## src/rtl/tqbl_pkg.sv

```systemverilog
// tqbl_pkg: shared constants and types for the two-queue burst-limited priority block
// no dependencies; imported by two_queue_burst_limited_priority
package tqbl_pkg;

  localparam int QUEUE_DEPTH = 16;
  localparam int TAG_WIDTH   = 16;
  localparam int PTR_W       = $clog2(QUEUE_DEPTH);
  localparam int CNT_W       = $clog2(QUEUE_DEPTH + 1);
  localparam int LIMIT_W     = 4;
  localparam int FUNC_W      = 2;
  localparam int STATUS_W    = 3;

  localparam logic [LIMIT_W-1:0] LIMIT_RESET = LIMIT_W'(3);

  typedef enum logic [FUNC_W-1:0] {
    FUNC_ENQ_NORMAL = 2'd0,
    FUNC_ENQ_PRIO   = 2'd1,
    FUNC_SERVE      = 2'd2,
    FUNC_SERVE_ALT  = 2'd3
  } func_t;

  typedef enum logic [STATUS_W-1:0] {
    ST_ENQUEUED        = 3'd0,
    ST_SERVED_NORMAL   = 3'd1,
    ST_SERVED_PRIORITY = 3'd2,
    ST_WAIT            = 3'd3,
    ST_DROPPED         = 3'd4
  } status_t;

endpackage

```

## src/rtl/two_queue_burst_limited_priority.sv

```systemverilog
// two_queue_burst_limited_priority: two tag rings in synchronous memories with a
// burst-limited priority arbiter; depends on tqbl_pkg
//
//   channel | direction | handshake            | payload
//   --------+-----------+----------------------+---------------------------
//   in      | input     | in_valid / in_stall  | in_func, in_item_tag
//   out     | output    | out_valid / out_stall| out_status, out_served_tag
//   cfg     | input     | cfg_valid / cfg_ready| cfg_data (burst limit)
//
// enqueue and wait transactions: the result is registered at accept
// a served transaction waits in S_READ for the registered read of the ring memory
// one transaction is in flight at a time; in_stall is high during the memory read
// in_stall is also high while a result waits and out_stall holds it
// synchronous active-low reset clears pointers, counts, burst count and limit (3)
// the ring memories need no reset: only entries that hold queued tags are read
module two_queue_burst_limited_priority (
  input  logic                             clk,
  input  logic                             rst_n,
  input  logic                             in_valid,
  output logic                             in_stall,
  input  logic [tqbl_pkg::FUNC_W-1:0]      in_func,
  input  logic [tqbl_pkg::TAG_WIDTH-1:0]   in_item_tag,
  output logic                             out_valid,
  input  logic                             out_stall,
  output logic [tqbl_pkg::STATUS_W-1:0]    out_status,
  output logic [tqbl_pkg::TAG_WIDTH-1:0]   out_served_tag,
  input  logic                             cfg_valid,
  output logic                             cfg_ready,
  input  logic [tqbl_pkg::LIMIT_W-1:0]     cfg_data
);
  import tqbl_pkg::*;

  typedef enum logic {S_IDLE, S_READ} state_t;

  // ring storage
  logic [TAG_WIDTH-1:0] nrm_mem [QUEUE_DEPTH];
  logic [TAG_WIDTH-1:0] pri_mem [QUEUE_DEPTH];
  logic [TAG_WIDTH-1:0] nrm_rd_r, pri_rd_r;

  // control state
  state_t               state_r, state_nxt;
  logic [PTR_W-1:0]     nrm_head_r, nrm_head_nxt, pri_head_r, pri_head_nxt;
  logic [CNT_W-1:0]     nrm_cnt_r, nrm_cnt_nxt, pri_cnt_r, pri_cnt_nxt;
  logic [LIMIT_W-1:0]   burst_r, burst_nxt;
  logic [LIMIT_W-1:0]   limit_r, limit_nxt;
  logic                 sel_pri_r, sel_pri_nxt;

  // output register
  logic                 out_valid_r, out_valid_nxt;
  status_t              out_status_r, out_status_nxt;
  logic [TAG_WIDTH-1:0] out_tag_r, out_tag_nxt;

  logic                 in_acc, is_serve;
  logic                 nrm_full, pri_full, nrm_empty, pri_empty;
  logic                 serve_pri;
  logic                 wr_nrm, wr_pri, rd_nrm, rd_pri;
  logic [PTR_W-1:0]     nrm_tail, pri_tail;
  logic [CNT_W:0]       nrm_sum, pri_sum;
  logic [LIMIT_W:0]     burst_inc;

  // one transaction at a time; hold off while the memory read is pending
  // or while the output register is occupied and not being drained
  assign in_stall  = (state_r != S_IDLE) || (out_valid_r && out_stall);
  assign in_acc    = in_valid && !in_stall;
  assign is_serve  = in_func[FUNC_W-1];   // both upper codes decode as serve
  assign cfg_ready = 1'b1;

  assign nrm_full  = (nrm_cnt_r == CNT_W'(QUEUE_DEPTH));
  assign pri_full  = (pri_cnt_r == CNT_W'(QUEUE_DEPTH));
  assign nrm_empty = (nrm_cnt_r == '0);
  assign pri_empty = (pri_cnt_r == '0);

  // tail = head + count, wrapped into the ring
  assign nrm_sum  = (CNT_W + 1)'(nrm_head_r) + (CNT_W + 1)'(nrm_cnt_r);
  assign pri_sum  = (CNT_W + 1)'(pri_head_r) + (CNT_W + 1)'(pri_cnt_r);
  assign nrm_tail = (nrm_sum >= (CNT_W + 1)'(QUEUE_DEPTH))
                  ? PTR_W'(nrm_sum - (CNT_W + 1)'(QUEUE_DEPTH)) : PTR_W'(nrm_sum);
  assign pri_tail = (pri_sum >= (CNT_W + 1)'(QUEUE_DEPTH))
                  ? PTR_W'(pri_sum - (CNT_W + 1)'(QUEUE_DEPTH)) : PTR_W'(pri_sum);

  // priority wins while under the burst limit; otherwise normal, if any is waiting
  assign serve_pri = (!pri_empty && (burst_r < limit_r)) || (nrm_empty && !pri_empty);
  assign burst_inc = (LIMIT_W + 1)'(burst_r) + (LIMIT_W + 1)'(1);

  assign wr_nrm = in_acc && !is_serve && (in_func == FUNC_ENQ_NORMAL) && !nrm_full;
  assign wr_pri = in_acc && !is_serve && (in_func == FUNC_ENQ_PRIO) && !pri_full;
  assign rd_pri = in_acc && is_serve && serve_pri;
  assign rd_nrm = in_acc && is_serve && !serve_pri && !nrm_empty;

  always_comb begin
    state_nxt      = state_r;
    nrm_head_nxt   = nrm_head_r;
    pri_head_nxt   = pri_head_r;
    nrm_cnt_nxt    = nrm_cnt_r;
    pri_cnt_nxt    = pri_cnt_r;
    burst_nxt      = burst_r;
    limit_nxt      = limit_r;
    sel_pri_nxt    = sel_pri_r;
    out_valid_nxt  = out_valid_r && out_stall;
    out_status_nxt = out_status_r;
    out_tag_nxt    = out_tag_r;

    if (cfg_valid && cfg_ready) begin
      limit_nxt = cfg_data;
    end

    unique case (state_r)
      S_IDLE: begin
        if (in_acc) begin
          if (!is_serve) begin
            // enqueue: result is known at once
            out_valid_nxt  = 1'b1;
            out_tag_nxt    = '0;
            out_status_nxt = (wr_nrm || wr_pri) ? ST_ENQUEUED : ST_DROPPED;
            if (wr_nrm) nrm_cnt_nxt = nrm_cnt_r + CNT_W'(1);
            if (wr_pri) pri_cnt_nxt = pri_cnt_r + CNT_W'(1);
          end else if (rd_pri) begin
            sel_pri_nxt  = 1'b1;
            state_nxt    = S_READ;
            pri_cnt_nxt  = pri_cnt_r - CNT_W'(1);
            pri_head_nxt = (pri_head_r == PTR_W'(QUEUE_DEPTH - 1))
                         ? '0 : pri_head_r + PTR_W'(1);
            // saturate at the limit
            burst_nxt    = (burst_inc < (LIMIT_W + 1)'(limit_r))
                         ? LIMIT_W'(burst_inc) : limit_r;
          end else if (rd_nrm) begin
            sel_pri_nxt  = 1'b0;
            state_nxt    = S_READ;
            nrm_cnt_nxt  = nrm_cnt_r - CNT_W'(1);
            nrm_head_nxt = (nrm_head_r == PTR_W'(QUEUE_DEPTH - 1))
                         ? '0 : nrm_head_r + PTR_W'(1);
            burst_nxt    = '0;
          end else begin
            // both rings empty
            out_valid_nxt  = 1'b1;
            out_tag_nxt    = '0;
            out_status_nxt = ST_WAIT;
          end
        end
      end
      S_READ: begin
        // memory data arrived; output register is free here by the stall rule
        state_nxt      = S_IDLE;
        out_valid_nxt  = 1'b1;
        out_status_nxt = sel_pri_r ? ST_SERVED_PRIORITY : ST_SERVED_NORMAL;
        out_tag_nxt    = sel_pri_r ? pri_rd_r : nrm_rd_r;
      end
      default: state_nxt = S_IDLE;
    endcase
  end

  always_ff @(posedge clk) begin
    if (!rst_n) begin
      state_r     <= S_IDLE;
      nrm_head_r  <= '0;
      pri_head_r  <= '0;
      nrm_cnt_r   <= '0;
      pri_cnt_r   <= '0;
      burst_r     <= '0;
      limit_r     <= LIMIT_RESET;
      sel_pri_r   <= 1'b0;
      out_valid_r <= 1'b0;
    end else begin
      state_r     <= state_nxt;
      nrm_head_r  <= nrm_head_nxt;
      pri_head_r  <= pri_head_nxt;
      nrm_cnt_r   <= nrm_cnt_nxt;
      pri_cnt_r   <= pri_cnt_nxt;
      burst_r     <= burst_nxt;
      limit_r     <= limit_nxt;
      sel_pri_r   <= sel_pri_nxt;
      out_valid_r <= out_valid_nxt;
    end
    out_status_r <= out_status_nxt;
    out_tag_r    <= out_tag_nxt;
  end

  // normal ring memory
  always_ff @(posedge clk) begin
    if (wr_nrm) nrm_mem[nrm_tail] <= in_item_tag;
    if (rd_nrm) nrm_rd_r <= nrm_mem[nrm_head_r];
  end

  // priority ring memory
  always_ff @(posedge clk) begin
    if (wr_pri) pri_mem[pri_tail] <= in_item_tag;
    if (rd_pri) pri_rd_r <= pri_mem[pri_head_r];
  end

  assign out_valid      = out_valid_r;
  assign out_status     = out_status_r;
  assign out_served_tag = out_tag_r;

  // a pending memory read blocks new transactions
  a_read_stalls: assert property (@(posedge clk) disable iff (!rst_n)
    (state_r == S_READ) |-> in_stall)
    else $error("transaction accepted during ring read");

  // the read state always delivers a result in the next cycle
  a_read_delivers: assert property (@(posedge clk) disable iff (!rst_n)
    (state_r == S_READ) |=> (out_valid && ((out_status == ST_SERVED_NORMAL) ||
                                           (out_status == ST_SERVED_PRIORITY))))
    else $error("served result missing after ring read");

  // ring fill never passes the depth
  a_count_bound: assert property (@(posedge clk) disable iff (!rst_n)
    (nrm_cnt_r <= CNT_W'(QUEUE_DEPTH)) && (pri_cnt_r <= CNT_W'(QUEUE_DEPTH)))
    else $error("ring count beyond depth");

  // non-serve results carry a zero tag
  a_zero_tag: assert property (@(posedge clk) disable iff (!rst_n)
    (out_valid && ((out_status == ST_ENQUEUED) || (out_status == ST_WAIT) ||
                   (out_status == ST_DROPPED))) |-> (out_served_tag == '0))
    else $error("nonzero tag on non-serve result");

endmodule
```

## config.mk

```make
export PLATFORM = sky130hd
export DESIGN_NAME = two_queue_burst_limited_priority
export DESIGN_NICKNAME = d
export VERILOG_FILES = /design/src/rtl/tqbl_pkg.sv /design/src/rtl/two_queue_burst_limited_priority.sv
export SDC_FILE = /design/constraint.sdc
export NUM_CORES = 1
export LEC_CHECK = 0
export BUFFER_PORTS_ARGS = -buffer_cell sky130_fd_sc_hd__buf_4
export CORE_ASPECT_RATIO = 0.75
export CORE_MARGIN = 2
export CORE_UTILIZATION = 50
export CTS_BUF_LIST = sky130_fd_sc_hd__clkbuf_8
export CTS_CLUSTER_DIAMETER = 200
export DETAILED_ROUTE_END_ITERATION = 10
export PLACE_DENSITY = 0.65
export SYNTH_ARGS = -nofsm -noshare
export SYNTH_HDL_FRONTEND = slang
export SYNTH_SLANG_ARGS = --single-unit
```

## constraint.sdc

```tcl
create_clock -name clk -period 3.1 [get_ports clk]
set_input_delay 0.31 -clock clk [delete_from_list [all_inputs] [get_ports clk]]
set_output_delay 0.31 -clock clk [all_outputs]
set_load 0.03 [all_outputs]
```

==> reports/qor.txt <==
R2R Setup Slk = 0.54 ns
ys async rst share = 0%
post-synth top area cell = edfxtp_1
Root Buffer = clkbuf_8
GRT overflow = 0
number of gates resized after CTS = 0
vias in the first global route = 11867
register area = 17500 um2
maximum clock rate = 391 MHz
WL/cell = 24.2 um
dpl cells = 1877
diodes inserted = 0
worst hold slack = 0.0739 ns
Max H-tree Level = 3
ANT nets after route = 0
DR vias/cell = 5.73
Pins Over Slew Limit = 0
GR Util All Layers = 21.0%
fillcell total = 3433
number of cells on the worst reg-to-reg path = 5
# rows = 68
Synth area leaders = edfxtp_1 72%, mux4_2 12%, mux2i_1 2.7%
initial antenna violation count = 0
DR iter-0 viols = 1026
Synth warnings = 0
CP arrival = 2.87 ns
Post-synth EDFFs = 563
DRC Markers = 0
FF+latch count, synth = 592
Post-Syn Instances = 1210
drt pass-1 iters = 7
Primary FF master, synth = edfxtp_1
first-pass GRT wire length = 74900 um
largest net degree at the start of global routing = 53
post-route total power = 16900 uW
crit end category = flip-flop
critical path fanouts, max = 16
final core utilization = 57.8%
post-synthesis cell type count = 55
max-cap violations = 0
synthesized cell area = 23600 um2
Peak supply drop = 0.000334 V
Die X = 255 um
core area = 46300 um2
Final Hold Viols = 0
Clk Latency, worst-skew pair = 0.66 ns
status = finished clean
crit path kind = flip-flop to flip-flop
clock slew at reported path FFs = 0.06 ns
Slew HR = 47.5%
worst r2r dst = pri_mem[2][10]$_DFFE_PP_
Reg-to-Reg Start = pri_head_r[0]$_SDFFE_PN0P_
via count = 11733
# clock sinks = 592
Min-Delay Path Depth = 1
initial core utilization = 51.0%
fin crit share = 82.4%
Synth Area per Inst = 19.5 um2
post-synth top area share = 71.6%
TritonCTS Buffers = 89
DP HPWL = 29800 um
Critical Path Start Type = flip-flop
multi-input combinational cell area = 5870 um2
Area Growth Syn to Fin = 13.4%
count of final setup violators = 0
Crit path required time = 3.42 ns
post-synthesis sequential area ratio = 74.1%
NumNets Final = 1402
Worst Hold Class = input pin to flip-flop
CTS max path bufs = 3
CTS tree = yes
io pins = 49
number of I/O port buffers = 47
DRT Wirelength = 49600 um
routability cong. = 0.792
Leakage = 0.00861 uW
P per Cell Area = 630 nW/um2
Post-CTS Setup Bufs = 0
most common cell in the synthesized netlist = edfxtp_1
DIE HEIGHT = 192 um
Finished Layout Cells = 2046
die area = 49000 um2
RSZ-0062 raised after global routing = false
Worst Tran Pin Value = 0.783 ns
syn nets = 1262
Worst Hold Path EP = nrm_mem[6][7]$_DFFE_PP_
min-delay src = in_item_tag[7]
clk_skew = 0.0278 ns
Synth top cells by count = 563 x edfxtp_1, 128 x mux4_2, 64 x mux2i_1, 51 x nor2_1, 50 x a21oi_1
share of cells above drive strength 1 = 26.3%
post-layout minimum cycle time = 2.56 ns
## worst max-delay path, stage by stage (launching register included)
cell and delay [ns]:
dfxtp_4 0.43, ha_1 0.26, fa_1 0.82, nand3b_1 0.24, nor2_1 0.16, buf_4 0.30
## layer usage
layer / track usage [%] / wire, um / up-vias
li1: - / - / 5208
met1: 32.4 / 23600 / 6059
met2: 30.3 / 21900 / 407
met3: 4.85 / 3400 / 59
met4: 5.74 / 708 / 0
met5: 0 / 0 / -
## cell usage in the layout, fill, tap and decap left out, types with 21 or more instances in the layout
cell        n
mux4_2    128
dfxtp_1    23
ha_1       21
mux2i_1    64
inv_1      38
nor2_1     50
clkbuf_8   90
a211oi_1   35
nand2_1    46
edfxtp_1  563
buf_4      95
a21oi_1    50
nor2b_1    32
## through the flow
stage / setup slack, ns / cell area (um2) / setup TNS, ns
2_1_floorplan: -0.379 / 23600 / -23.35
3_3_place_gp: 0.560 / 25000 / 0
3_5_place_dp: 0.553 / 25000 / 0
4_1_cts: 0.531 / 26800 / 0
5_1_grt: 0.374 / 26800 / 0
6_report: 0.545 / 26800 / 0
## registers in the layout, summed over array words and instances, names as in the netlist
register	cells
pri_rd_r	16
nrm_head_r	4
out_status	3
pri_cnt_r	5
out_served_tag	16
pri_head_r	4
burst_r	4
state_r	1
nrm_cnt_r	5
nrm_mem	256
nrm_rd_r	16
limit_r	4
out_valid	1
sel_pri_r	1
pri_mem	256
## repair_timing
action                                 CTS  global route
hold buffers                            12             0
setup endpoints to repair                0             0
endpoints found under the hold margin    5             0
## cell families (layout without fill, tap and decap cells)
| family | after synthesis | in the layout | synth area share (%) |
|---|---|---|---|
| DFF | 592 | 592 | 74.1 |
| muxes | 192 | 192 | 14.9 |
| and+or+nand+nor | 181 | 181 | 3.87 |
| AOI/OAI and AO/OA | 125 | 125 | 3.61 |
| buffers and inverters | 78 | 284 | 1.48 |
| adders and majority gates | 25 | 25 | 1.45 |
| xor gates and xnor gates | 16 | 16 | 0.593 |
| other | 1 | 1 | 0.0159 |
## power breakdown
group / total, uW / internal (uW) / switching, uW / leakage (uW)
sequential: 9120 / 8990 / 126 / 0.00532
clock: 5930 / 2980 / 2960 / 0.000932
combinational: 1820 / 745 / 1070 / 0.00235
total: 16900 / 12700 / 4150 / 0.00861
## final cells by class
type	count	share of cell area, %
repair buffers	112	3.49
well taps	630	2.94
clock inverters	67	1.45
inverters	15	0.210
clock buffers	90	4.63
flip-flops and latches	592	65.4
multi-input cells	540	21.9
## worst max-delay path by stage
| stage | startpoint | endpoint | depth (start not counted) |
|---|---|---|---|
| CTS | pri_head_r[0]$_SDFFE_PN0P_ | pri_mem[2][10]$_DFFE_PP_ | 5 |
| detailed placement | pri_head_r[0]$_SDFFE_PN0P_ | pri_mem[2][15]$_DFFE_PP_ | 5 |
| finish | pri_head_r[0]$_SDFFE_PN0P_ | pri_mem[2][10]$_DFFE_PP_ | 5 |
| floorplan | out_valid$_SDFF_PN0_ | nrm_mem[0][0]$_DFFE_PP_ | 7 |
| global route | pri_head_r[0]$_SDFFE_PN0P_ | pri_mem[2][10]$_DFFE_PP_ | 5 |
| global placement | pri_head_r[0]$_SDFFE_PN0P_ | pri_mem[11][1]$_DFFE_PP_ | 5 |
(Power assumes the default switching activity.)
